===== src/srb_pkg.sv =====
`timescale 1ns / 1ps
`default_nettype none

package srb_pkg;

   localparam int DIM_W       = 9;
   localparam int ANGLE_W     = 9;
   localparam int ORIGIN_W    = 12;
   localparam int COORD_W     = 13;
   localparam int COLOR_W     = 8;
   localparam int CSR_DATA_W  = 12;
   localparam int CSR_INDEX_W = 3;

   localparam logic [ANGLE_W-1:0] DEG_QUARTER       = 9'd90;
   localparam logic [ANGLE_W-1:0] DEG_HALF          = 9'd180;
   localparam logic [ANGLE_W-1:0] DEG_THREE_QUARTER = 9'd270;
   localparam logic [ANGLE_W-1:0] DEG_FULL          = 9'd360;

   localparam logic [DIM_W-1:0] DIM_RESET = 9'd16;

   localparam logic signed [COORD_W-1:0] COORD_MIN = -13'sd4096;
   localparam logic signed [COORD_W-1:0] COORD_MAX = 13'sd4095;

   typedef enum logic [CSR_INDEX_W-1:0] {
      CSR_SPRITE_HEIGHT = 3'd0,
      CSR_SPRITE_WIDTH  = 3'd1,
      CSR_ANGLE_DEGREES = 3'd2,
      CSR_ORIGIN_X      = 3'd3,
      CSR_ORIGIN_Y      = 3'd4
   } csr_index_type;

   typedef struct packed {
      logic [COLOR_W-1:0] red;
      logic [COLOR_W-1:0] green;
      logic [COLOR_W-1:0] blue;
   } color_type;

endpackage

`default_nettype wire


===== src/srb_trig.sv =====
`timescale 1ns / 1ps
`default_nettype none

module srb_trig #(
   parameter int TRIG_FRAC_BITS = 14
) (
   input  logic                             clock,
   input  logic [srb_pkg::ANGLE_W-1:0]      angle,
   output logic signed [TRIG_FRAC_BITS+1:0] sine,
   output logic signed [TRIG_FRAC_BITS+1:0] cosine
);
   import srb_pkg::*;

   localparam int TW         = TRIG_FRAC_BITS + 2;
   localparam int QW         = TRIG_FRAC_BITS + 1;
   localparam int QUAD_DEPTH = 91;
   localparam int QI_W       = $clog2(QUAD_DEPTH);
   localparam longint Q30_PI  = 64'sd3373259426;
   localparam longint Q30_ONE = 64'sd1073741824;

   typedef struct packed {
      logic            negate;
      logic [QI_W-1:0] index;
   } fold_type;

   function automatic longint taylor_step(input longint t, input longint x);
      longint p;
      p = (t * x) >>> 30;
      return (p * x) >>> 30;
   endfunction

   function automatic logic [QW-1:0] quad_value(input int deg);
      longint x;
      longint t;
      longint s;
      x = (longint'(deg) * Q30_PI + 64'sd90) / 64'sd180;
      t = x;
      s = x;
      t = taylor_step(t, x) / 64'sd6;
      s = s - t;
      t = taylor_step(t, x) / 64'sd20;
      s = s + t;
      t = taylor_step(t, x) / 64'sd42;
      s = s - t;
      t = taylor_step(t, x) / 64'sd72;
      s = s + t;
      t = taylor_step(t, x) / 64'sd110;
      s = s - t;
      t = taylor_step(t, x) / 64'sd156;
      s = s + t;
      t = taylor_step(t, x) / 64'sd210;
      s = s - t;
      if (s < 0) begin
         s = 0;
      end
      if (s > Q30_ONE) begin
         s = Q30_ONE;
      end
      s = (s + (64'sd1 <<< (29 - TRIG_FRAC_BITS))) >>> (30 - TRIG_FRAC_BITS);
      return s[QW-1:0];
   endfunction

   function automatic fold_type fold(input logic [ANGLE_W-1:0] k);
      fold_type f;
      if (k <= DEG_QUARTER) begin
         f.negate = 1'b0;
         f.index  = QI_W'(k);
      end else if (k <= DEG_HALF) begin
         f.negate = 1'b0;
         f.index  = QI_W'(DEG_HALF - k);
      end else if (k <= DEG_THREE_QUARTER) begin
         f.negate = 1'b1;
         f.index  = QI_W'(k - DEG_HALF);
      end else begin
         f.negate = 1'b1;
         f.index  = QI_W'(DEG_FULL - k);
      end
      return f;
   endfunction

   logic [QW-1:0] quad_rom [QUAD_DEPTH];

   for (genvar k = 0; k < QUAD_DEPTH; k++) begin : g_rom
      localparam logic [QW-1:0] QV = quad_value(k);
      assign quad_rom[k] = QV;
   end

   logic [ANGLE_W-1:0]   angle_mod;
   logic [ANGLE_W-1:0]   cos_raw;
   logic [ANGLE_W-1:0]   cos_angle;
   fold_type             sin_fold;
   fold_type             cos_fold;
   logic signed [TW-1:0] sin_mag;
   logic signed [TW-1:0] cos_mag;
   logic signed [TW-1:0] sine_in;
   logic signed [TW-1:0] cosine_in;
   logic signed [TW-1:0] sine_ff;
   logic signed [TW-1:0] cosine_ff;

   always_comb begin
      angle_mod = (angle >= DEG_FULL) ? angle - DEG_FULL : angle;
      cos_raw   = angle_mod + DEG_QUARTER;
      cos_angle = (cos_raw >= DEG_FULL) ? cos_raw - DEG_FULL : cos_raw;
      sin_fold  = fold(angle_mod);
      cos_fold  = fold(cos_angle);
      sin_mag   = $signed({1'b0, quad_rom[sin_fold.index]});
      cos_mag   = $signed({1'b0, quad_rom[cos_fold.index]});
      sine_in   = sin_fold.negate ? -sin_mag : sin_mag;
      cosine_in = cos_fold.negate ? -cos_mag : cos_mag;
   end

   always_ff @(posedge clock) begin
      sine_ff   <= sine_in;
      cosine_ff <= cosine_in;
   end

   assign sine   = sine_ff;
   assign cosine = cosine_ff;

endmodule

`default_nettype wire


===== src/sprite_rotation_blitter_unit.sv =====
// Rotating sprite blitter. Texels enter in row-major order, one word per
// accepted req handshake; row and column counters place each texel, which is
// rotated about the sprite center by angle_degrees and offset by the origin.
// Every texel yields four rsp words (ceil/ceil, floor/floor, ceil/floor,
// floor/ceil corners) carrying the texel color; last_of_run marks the fourth
// and sprite_done flags all four words of the final texel. The result port
// emits one word per cycle while rsp_stall is low; a new texel can be taken
// every cycle while the four-stage datapath (offset, multiply, sum,
// floor/ceil with origin add and saturation) has room. Words of a texel leave
// from the result register after the stage 1 to 4 registers. The user must
// write registers with csr_write while idle; the block does not enforce it.
`timescale 1ns / 1ps
`default_nettype none

module sprite_rotation_blitter_unit #(
   parameter int MAX_SPRITE_DIM = 256,
   parameter int TRIG_FRAC_BITS = 14
) (
   input  logic                                  clock,
   input  logic                                  reset,
   input  logic                                  csr_write,
   input  logic [srb_pkg::CSR_INDEX_W-1:0]       csr_index,
   input  logic [srb_pkg::CSR_DATA_W-1:0]        csr_data,
   input  logic                                  req_valid,
   output logic                                  req_stall,
   input  logic [srb_pkg::COLOR_W-1:0]           req_texel_red,
   input  logic [srb_pkg::COLOR_W-1:0]           req_texel_green,
   input  logic [srb_pkg::COLOR_W-1:0]           req_texel_blue,
   output logic                                  rsp_valid,
   input  logic                                  rsp_stall,
   output logic signed [srb_pkg::COORD_W-1:0]    rsp_screen_x,
   output logic signed [srb_pkg::COORD_W-1:0]    rsp_screen_y,
   output logic [srb_pkg::COLOR_W-1:0]           rsp_pixel_red,
   output logic [srb_pkg::COLOR_W-1:0]           rsp_pixel_green,
   output logic [srb_pkg::COLOR_W-1:0]           rsp_pixel_blue,
   output logic                                  rsp_last_of_run,
   output logic                                  rsp_sprite_done
);
   import srb_pkg::*;

   localparam int CNT_W  = $clog2(MAX_SPRITE_DIM);
   localparam int DI_W   = ((CNT_W + 1 > DIM_W) ? CNT_W + 1 : DIM_W) + 1;
   localparam int TW     = TRIG_FRAC_BITS + 2;
   localparam int PW     = DI_W + TW;
   localparam int XN_W   = PW + 2;
   localparam int FL_W   = XN_W - TRIG_FRAC_BITS - 1;
   localparam int SUM_W  = ((FL_W > ORIGIN_W) ? FL_W : ORIGIN_W) + 2;

   typedef enum logic [1:0] {
      PH_CEIL_CEIL   = 2'd0,
      PH_FLOOR_FLOOR = 2'd1,
      PH_CEIL_FLOOR  = 2'd2,
      PH_FLOOR_CEIL  = 2'd3
   } phase_type;

   function automatic logic [DIM_W-1:0] effective_dim(input logic [DIM_W-1:0] d);
      if (d == '0) begin
         return DIM_W'(1);
      end else if (int'(d) > MAX_SPRITE_DIM) begin
         return DIM_W'(MAX_SPRITE_DIM);
      end
      return d;
   endfunction

   function automatic logic signed [COORD_W-1:0] clamp(input logic signed [SUM_W-1:0] v);
      if (v < SUM_W'(COORD_MIN)) begin
         return COORD_MIN;
      end else if (v > SUM_W'(COORD_MAX)) begin
         return COORD_MAX;
      end
      return COORD_W'(v);
   endfunction

   // configuration
   logic [DIM_W-1:0]           sprite_height_ff;
   logic [DIM_W-1:0]           sprite_width_ff;
   logic [ANGLE_W-1:0]         angle_degrees_ff;
   logic signed [ORIGIN_W-1:0] origin_x_ff;
   logic signed [ORIGIN_W-1:0] origin_y_ff;

   always_ff @(posedge clock) begin
      if (reset) begin
         sprite_height_ff <= DIM_RESET;
         sprite_width_ff  <= DIM_RESET;
         angle_degrees_ff <= '0;
         origin_x_ff      <= '0;
         origin_y_ff      <= '0;
      end else if (csr_write) begin
         unique case (csr_index_type'(csr_index))
            CSR_SPRITE_HEIGHT: sprite_height_ff <= csr_data[DIM_W-1:0];
            CSR_SPRITE_WIDTH:  sprite_width_ff  <= csr_data[DIM_W-1:0];
            CSR_ANGLE_DEGREES: angle_degrees_ff <= csr_data[ANGLE_W-1:0];
            CSR_ORIGIN_X:      origin_x_ff      <= $signed(csr_data[ORIGIN_W-1:0]);
            CSR_ORIGIN_Y:      origin_y_ff      <= $signed(csr_data[ORIGIN_W-1:0]);
            default: begin
            end
         endcase
      end
   end

   logic [DIM_W-1:0] h_eff;
   logic [DIM_W-1:0] w_eff;

   assign h_eff = effective_dim(sprite_height_ff);
   assign w_eff = effective_dim(sprite_width_ff);

   logic signed [TW-1:0] sine;
   logic signed [TW-1:0] cosine;

   srb_trig #(
      .TRIG_FRAC_BITS(TRIG_FRAC_BITS)
   ) u_trig (
      .clock (clock),
      .angle (angle_degrees_ff),
      .sine  (sine),
      .cosine(cosine)
   );

   // flow control
   logic s1_valid_ff, s2_valid_ff, s3_valid_ff, s4_valid_ff, out_valid_ff;
   logic s1_free, s2_free, s3_free, s4_free, out_free;
   logic s2_load, s3_load, s4_load, out_load;
   logic accept, rsp_fire;
   phase_type phase_ff;

   always_comb begin
      rsp_fire = out_valid_ff && !rsp_stall;
      out_free = !out_valid_ff || (rsp_fire && phase_ff == PH_FLOOR_CEIL);
      out_load = s4_valid_ff && out_free;
      s4_free  = !s4_valid_ff || out_load;
      s4_load  = s3_valid_ff && s4_free;
      s3_free  = !s3_valid_ff || s4_load;
      s3_load  = s2_valid_ff && s3_free;
      s2_free  = !s2_valid_ff || s3_load;
      s2_load  = s1_valid_ff && s2_free;
      s1_free  = !s1_valid_ff || s2_load;
      accept   = req_valid && s1_free;
   end

   assign req_stall = !s1_free;

   always_ff @(posedge clock) begin
      if (reset) begin
         s1_valid_ff <= 1'b0;
         s2_valid_ff <= 1'b0;
         s3_valid_ff <= 1'b0;
         s4_valid_ff <= 1'b0;
      end else begin
         if (s1_free) begin
            s1_valid_ff <= req_valid;
         end
         if (s2_free) begin
            s2_valid_ff <= s1_valid_ff;
         end
         if (s3_free) begin
            s3_valid_ff <= s2_valid_ff;
         end
         if (s4_free) begin
            s4_valid_ff <= s3_valid_ff;
         end
      end
   end

   // texel position counters
   logic [CNT_W-1:0] row_ff;
   logic [CNT_W-1:0] col_ff;
   logic             last_col;
   logic             last_row;

   assign last_col = DI_W'(col_ff) >= DI_W'(w_eff - DIM_W'(1));
   assign last_row = DI_W'(row_ff) >= DI_W'(h_eff - DIM_W'(1));

   always_ff @(posedge clock) begin
      if (reset) begin
         row_ff <= '0;
         col_ff <= '0;
      end else if (accept) begin
         if (last_col) begin
            col_ff <= '0;
            row_ff <= last_row ? '0 : row_ff + CNT_W'(1);
         end else begin
            col_ff <= col_ff + CNT_W'(1);
         end
      end
   end

   // stage 1: centered offsets in half pixels
   color_type              s1_color_ff;
   logic                   s1_done_ff;
   logic signed [DI_W-1:0] s1_di_ff;
   logic signed [DI_W-1:0] s1_dj_ff;
   logic signed [DI_W-1:0] di_in;
   logic signed [DI_W-1:0] dj_in;

   assign di_in = $signed(DI_W'({row_ff, 1'b0})) - $signed(DI_W'(h_eff));
   assign dj_in = $signed(DI_W'({col_ff, 1'b0})) - $signed(DI_W'(w_eff));

   always_ff @(posedge clock) begin
      if (accept) begin
         s1_color_ff <= '{red: req_texel_red, green: req_texel_green, blue: req_texel_blue};
         s1_done_ff  <= last_row && last_col;
         s1_di_ff    <= di_in;
         s1_dj_ff    <= dj_in;
      end
   end

   // stage 2: products
   color_type            s2_color_ff;
   logic                 s2_done_ff;
   logic signed [PW-1:0] s2_di_cos_ff;
   logic signed [PW-1:0] s2_dj_sin_ff;
   logic signed [PW-1:0] s2_di_sin_ff;
   logic signed [PW-1:0] s2_dj_cos_ff;

   always_ff @(posedge clock) begin
      if (s2_load) begin
         s2_color_ff  <= s1_color_ff;
         s2_done_ff   <= s1_done_ff;
         s2_di_cos_ff <= PW'(s1_di_ff) * PW'(cosine);
         s2_dj_sin_ff <= PW'(s1_dj_ff) * PW'(sine);
         s2_di_sin_ff <= PW'(s1_di_ff) * PW'(sine);
         s2_dj_cos_ff <= PW'(s1_dj_ff) * PW'(cosine);
      end
   end

   // stage 3: rotated coordinates
   color_type              s3_color_ff;
   logic                   s3_done_ff;
   logic signed [XN_W-1:0] s3_xn_ff;
   logic signed [XN_W-1:0] s3_yn_ff;
   logic signed [XN_W-1:0] xn_in;
   logic signed [XN_W-1:0] yn_in;

   assign xn_in = XN_W'(s2_di_cos_ff) - XN_W'(s2_dj_sin_ff)
                  + $signed(XN_W'(h_eff) << TRIG_FRAC_BITS);
   assign yn_in = XN_W'(s2_di_sin_ff) + XN_W'(s2_dj_cos_ff)
                  + $signed(XN_W'(w_eff) << TRIG_FRAC_BITS);

   always_ff @(posedge clock) begin
      if (s3_load) begin
         s3_color_ff <= s2_color_ff;
         s3_done_ff  <= s2_done_ff;
         s3_xn_ff    <= xn_in;
         s3_yn_ff    <= yn_in;
      end
   end

   // stage 4: floor, ceil, origin, saturate
   color_type                 s4_color_ff;
   logic                      s4_done_ff;
   logic signed [COORD_W-1:0] s4_xc_ff, s4_xf_ff, s4_yc_ff, s4_yf_ff;
   logic signed [FL_W-1:0]    x_floor, y_floor;
   logic                      x_frac, y_frac;
   logic signed [SUM_W-1:0]   xf_sum, xc_sum, yf_sum, yc_sum;

   always_comb begin
      x_floor = FL_W'(s3_xn_ff >>> (TRIG_FRAC_BITS + 1));
      y_floor = FL_W'(s3_yn_ff >>> (TRIG_FRAC_BITS + 1));
      x_frac  = |s3_xn_ff[TRIG_FRAC_BITS:0];
      y_frac  = |s3_yn_ff[TRIG_FRAC_BITS:0];
      xf_sum  = SUM_W'(x_floor) + SUM_W'(origin_x_ff);
      xc_sum  = SUM_W'(x_floor) + SUM_W'(origin_x_ff) + $signed(SUM_W'(x_frac));
      yf_sum  = SUM_W'(y_floor) + SUM_W'(origin_y_ff);
      yc_sum  = SUM_W'(y_floor) + SUM_W'(origin_y_ff) + $signed(SUM_W'(y_frac));
   end

   always_ff @(posedge clock) begin
      if (s4_load) begin
         s4_color_ff <= s3_color_ff;
         s4_done_ff  <= s3_done_ff;
         s4_xf_ff    <= clamp(xf_sum);
         s4_xc_ff    <= clamp(xc_sum);
         s4_yf_ff    <= clamp(yf_sum);
         s4_yc_ff    <= clamp(yc_sum);
      end
   end

   // result sequencer: four words per texel
   color_type                 out_color_ff;
   logic                      out_done_ff;
   logic signed [COORD_W-1:0] out_xc_ff, out_xf_ff, out_yc_ff, out_yf_ff;

   always_ff @(posedge clock) begin
      if (reset) begin
         out_valid_ff <= 1'b0;
         phase_ff     <= PH_CEIL_CEIL;
      end else if (out_load) begin
         out_valid_ff <= 1'b1;
         phase_ff     <= PH_CEIL_CEIL;
      end else if (rsp_fire) begin
         out_valid_ff <= (phase_ff != PH_FLOOR_CEIL);
         phase_ff     <= phase_type'(phase_ff + 2'd1);
      end
   end

   always_ff @(posedge clock) begin
      if (out_load) begin
         out_color_ff <= s4_color_ff;
         out_done_ff  <= s4_done_ff;
         out_xc_ff    <= s4_xc_ff;
         out_xf_ff    <= s4_xf_ff;
         out_yc_ff    <= s4_yc_ff;
         out_yf_ff    <= s4_yf_ff;
      end
   end

   always_comb begin
      case (phase_ff)
         PH_CEIL_CEIL: begin
            rsp_screen_x = out_xc_ff;
            rsp_screen_y = out_yc_ff;
         end
         PH_FLOOR_FLOOR: begin
            rsp_screen_x = out_xf_ff;
            rsp_screen_y = out_yf_ff;
         end
         PH_CEIL_FLOOR: begin
            rsp_screen_x = out_xc_ff;
            rsp_screen_y = out_yf_ff;
         end
         default: begin
            rsp_screen_x = out_xf_ff;
            rsp_screen_y = out_yc_ff;
         end
      endcase
   end

   assign rsp_valid       = out_valid_ff;
   assign rsp_pixel_red   = out_color_ff.red;
   assign rsp_pixel_green = out_color_ff.green;
   assign rsp_pixel_blue  = out_color_ff.blue;
   assign rsp_last_of_run = (phase_ff == PH_FLOOR_CEIL);
   assign rsp_sprite_done = out_done_ff;

   logic [COORD_W:0] x_gap;
   logic [COORD_W:0] y_gap;

   assign x_gap = {out_xc_ff[COORD_W-1], out_xc_ff} - {out_xf_ff[COORD_W-1], out_xf_ff};
   assign y_gap = {out_yc_ff[COORD_W-1], out_yc_ff} - {out_yf_ff[COORD_W-1], out_yf_ff};

   a_corner_gap: assert property (@(posedge clock) disable iff (reset)
      rsp_valid |-> (x_gap == '0 || x_gap == (COORD_W+1)'(1))
                 && (y_gap == '0 || y_gap == (COORD_W+1)'(1)))
      else $error("ceil and floor corners differ by more than one pixel");

   a_phase_hold: assert property (@(posedge clock) disable iff (reset)
      rsp_valid && rsp_stall |=> rsp_valid && $stable(phase_ff))
      else $error("corner phase moved while the result was stalled");

   a_counter_hold: assert property (@(posedge clock) disable iff (reset)
      !accept |=> $stable(row_ff) && $stable(col_ff))
      else $error("texel counters moved without an accepted word");

   a_done_run: assert property (@(posedge clock) disable iff (reset)
      rsp_fire && !rsp_last_of_run |=> rsp_valid && $stable(rsp_sprite_done))
      else $error("sprite_done changed inside a run");

endmodule

`default_nettype wire

===== config.mk =====
export PLATFORM = sky130hd
export DESIGN_NAME = sprite_rotation_blitter_unit
export DESIGN_NICKNAME = d
export VERILOG_FILES = /design/src/srb_pkg.sv /design/src/srb_trig.sv /design/src/sprite_rotation_blitter_unit.sv
export SDC_FILE = /design/constraint.sdc
export NUM_CORES = 2
export LEC_CHECK = 0
export BUFFER_PORTS_ARGS = -buffer_cell sky130_fd_sc_hd__buf_2
export CAP_MARGIN = 30
export CORE_AREA = 2 2 383 385
export DETAILED_ROUTE_END_ITERATION = 12
export DIE_AREA = 0 0 385 387
export PLACE_DENSITY = 0.6
export SLEW_MARGIN = 40
export SYNTH_ARGS = -nofsm -noshare
export SYNTH_HDL_FRONTEND = slang
export SYNTH_HIERARCHICAL = 1
export SYNTH_SLANG_ARGS = --single-unit

===== constraint.sdc =====
create_clock -name clock -period 22.1 [get_ports clock]
set_clock_uncertainty 0.05 [all_clocks]
set_input_delay 5.525 -clock clock [delete_from_list [all_inputs] [get_ports clock]]
set_output_delay 5.525 -clock clock [all_outputs]
set_load 0.02 [all_outputs]

==> flow_results.org <==
** Outcome
- The flow ran to the end, and the final reports show no timing, DRC or antenna violations.

** Layout
- Most common cell after layout, fill and taps aside :: sky130_fd_sc_hd__inv_1
- The count of cells in the finished layout, fillers not included, comes to 7462.
- In the layout the commonest cells are sky130_fd_sc_hd__inv_1, sky130_fd_sc_hd__nand2_1, sky130_fd_sc_hd__fa_1.
- In the final layout, the share of cells above drive strength 1 is 0.07415.
- Total of fill cells in the finished design :: 14160
- Area growth from synthesis to final layout :: 8.298%
- Final design instance area without fill :: between 50000 and 60000 sq um
- Once layout is complete, the utilization of the core stands at 0.3979.
- Layout net count :: 6563

** Detailed routing
- After detailed routing, the wire length on met1 is about 63000 um.
- After detailed routing, the number of vias per cell comes to ~5.3.
- After detailed routing, the number of remaining DRC violations is 0.
- Drt wl/cell :: 18.47 um
- Number of detailed-routing iterations run before antenna repair :: 5
- Vias :: approximately 40000
- WL met2 :: between 60000 and 70000 um
- The first routing iteration left just under 3000 violations.
- For this block, the routed nets add up to between 100000 and 150000 um of wire.
- In this run the remaining antenna-violating nets after routing total 0.
- The routed design uses approximately 7400 um of met3 wire.
- Top Metal Used :: met5

** Place
- Cell count after placement :: approximately 7400
- At the end of routability-driven placement, the weighted congestion stood at about 0.89.
- Port buffer count :: 97
- Placed Instance Area :: roughly 56000 sq um
- Once detailed placement completed, the half-perimeter wirelength came to between 100000 and 150000 um.

** Setup path
- Top cell by count, worst path :: sky130_fd_sc_hd__buf_2
- In this run the worst path has a maximum fanout of 3.
- Crit path capture type :: primary output
- The critical path contains buffers and inverters numbering 3 combined.
- Crit-path slowest cell :: sky130_fd_sc_hd__nor2_1
- On the worst path, the slowest cell contributes a delay of between 0.2 and 0.3 ns.
- Grouping stages by cell kind, the critical path spends the most delay in simple AND/OR/NAND/NOR gates.
- By startpoint and endpoint, the worst setup path is classified as input pin to primary output.
- The worst setup path is launched from an input pin.
- In this run the worst setup path begins at rsp_stall.
- Reg2Reg Launch Point :: angle_degrees_ff[0]
- Signal arrival time at the worst endpoint :: approximately 6.5 ns
- Data on the critical path is required at its endpoint by between 15 and 20 ns.
- Traced cell by cell, the critical path runs through buf_2 -> o2111ai_1 -> nor2_1 -> nand2_1 -> inv_1 -> buf_2.

** STA
- The number of max-slew violations in the final report came to 0.
- Slew at the pin with the worst max-slew slack :: between 0.9 and 1 ns
- In the finished design, the share of the clock period the worst path needs comes to 0.5440.
- Min Clock Period, post-route :: about 12 ns
- Setup repair after global routing left no endpoint under its margin.
- Based on the critical path, the design can be clocked at up to 83.18 MHz.
- Setup violations remaining at the end of the flow were counted as 0.
- Adding up every negative setup slack in the final design gives 0 ns.
- Measured against its own limit, the worst slew margin works out to 0.3689.
- Number of hold violations in the final report :: 0

** Global routing
- Via count of the first global-routing pass :: 39700
- GRT Residual Overflow :: 0
- The first global-routing pass estimated 221800 um of wire.
- Overall fraction of global-route tracks in use :: 0.1856
- The number of antenna violations at the first check in global routing is 6.
- Entering global routing, the biggest net connects 78 pins.

** Yosys
- The synthesized netlist occupies a cell area of 53230 sq um.
- Of the total synthesized cell area, the portion taken by full adders, half adders and majority gates is 0.3252.
- Sequential fraction of the synthesis area :: 0.2706
- Synth Warn # :: 6
- Syn_nets :: about 6600
- The share of synthesized area in the top cell type comes to 0.2307.
- Counting every instance in the synthesized netlist gives about 5500.
- The most used flip-flop cell after synthesis is sky130_fd_sc_hd__edfxtp_1.
- Post-synthesis area per instance :: between 9 and 10 sq um
- In the synthesized netlist the async set-or-reset flop fraction comes to 0.
- Dominant cells by area after synthesis :: sky130_fd_sc_hd__edfxtp_1, sky130_fd_sc_hd__fa_1, sky130_fd_sc_hd__ha_1, sky130_fd_sc_hd__inv_1, sky130_fd_sc_hd__nand2_1
- Post-synthesis mux area share :: 0.01540
- Synth Area in Simple Gates :: 0.1433
- The synthesized design contains 409 enable-type register cells.
- Post-Synth XOR/XNOR Area :: 0.04330
- Register bit count reported by yosys :: around 520
- Share of the synthesized area in compound gates (AO/OA/AOI/OAI) :: 0.1212
- Of all cell types, the one taking the most synthesized area is sky130_fd_sc_hd__edfxtp_1.
- Distinct cell type count of the synthesized netlist :: ~120
- After synthesis, the largest family of logic cells by area is adder cells.

** CTS
- Buffer depth of the longest clock path :: 3
- Clock tree from TritonCTS :: done
- Counting the buffers created by CTS gives 53.
- At the later pin of the worst-skew pair, clock insertion delay measures 0.62 ns.
- Post-CTS resize count :: 0
- The clock net in this run drives a total of around 520 sinks.
- Cell chosen for the clock root :: sky130_fd_sc_hd__clkbuf_16
- CTS built an H-tree with a depth of 2.
- The number of hold buffers added after CTS was 0.
- Once the clock tree was built, the setup fixing pass inserted 0 buffers.
- Clock slew at the register clock pins of the worst setup and hold paths :: 0.06 ns

** Die
- For this configuration, the core starts out at a cell density of 0.3674.
- Total die area :: around 150000 sq um
- # rows :: 140
- The die is 385 um wide.
- In this run the standard cell core region covers between 100000 and 150000 sq um.
- The floorplan step set the die height to about 390 um.
- Number of top-level pins :: roughly 100

** Job
- Max-cap violations :: 0

** Hold path
- In this run the worst hold path is classified as flop to flop.
- In this run the most critical hold path is launched from s1_color_ff[22].
==> per-stage QoR <==
step	worst slack, ns	hold WS, ns
CTS	10.06	0.3622
finish	10.08	0.3632
global route	9.941	0.3675
detailed placement	10.06	0.3545
global placement	10.02	0.3503
floorplan	9.847	0.3503
==> per-layer routing <==
metal | global-route usage | vias up
li1 | - | 18440
met1 | 0.2579 | 19760
met2 | 0.3048 | 1122
met3 | 0.02500 | 193
met4 | 0.04545 | 4
met5 | 0 | -
==> cell families after synthesis <==
| logic type | count (synthesis) |
|---|---|
| AOI/OAI and AO/OA | 945 |
| xor gates and xnor gates | 261 |
| adders and majority gates | 1039 |
| buffers and inverters | 1122 |
| DFF | 515 |
| muxes | 63 |
| and+or+nand+nor | 1582 |
==> cell usage after synthesis, drive strengths merged (18+ instances only) <==
library cell / n
fa: 581
a211oi: 47
nand2: 640
nand2b: 40
dfxtp: 106
nor2: 255
ha: 437
o21a: 42
maj3: 21
and2: 249
o2111ai: 22
a21oi: 261
mux2: 31
inv: 869
edfxtp: 409
nand3: 97
o21bai: 24
o31ai: 31
nor3: 88
xor2: 80
o21ai: 169
a22oi: 18
o211ai: 39
or3: 31
clkbuf: 211
nand4: 37
nor2b: 25
a31oi: 47
nor4: 29
xnor2: 181
a21o: 54
buf: 38
mux2i: 20
and3: 31
==> path summary, 6_finish.rpt <==
kind	end	slack [ns]	cells after the start
setup reg to reg	u_trig/cosine[13]	13.00	28
setup / recovery	req_stall	10.08	6
hold / removal	s2_color_ff[22]	0.36	0
hold reg to reg	s2_color_ff[22]	0.36	0
==> layout make-up <==
| class | count | area, sq um | share of cell area |
|---|---|---|---|
| Multi-Input combinational cell | 3890 | 34670 | 0.6014 |
| Sequential cell | 515 | 14420 | 0.2502 |
| Inverter | 873 | 3277 | 0.05685 |
| Tap cell | 1917 | 2399 | 0.04161 |
| Clock buffer | 62 | 1391 | 0.02414 |
| Timing Repair Buffer | 168 | 1072 | 0.01860 |
| Clock inverter | 35 | 411.6 | 0.007141 |
| Antenna cell | 2 | 5.005 | 0.00008682 |
==> state kept, by name (all words and copies together) (netlist names), 16 cells and up <==
signal,count
s3_xn_ff,28
s3_yn_ff,28
s2_di_cos_ff,26
s2_di_sin_ff,26
s2_dj_cos_ff,26
s2_dj_sin_ff,26
s1_color_ff,24
s2_color_ff,24
s3_color_ff,24
s4_color_ff,24
u_trig/cosine,16
u_trig/sine,16
Power is left out: the tool's default activity adds up to more than one toggle a clock period on the data nets, which glitch-free logic cannot reach.
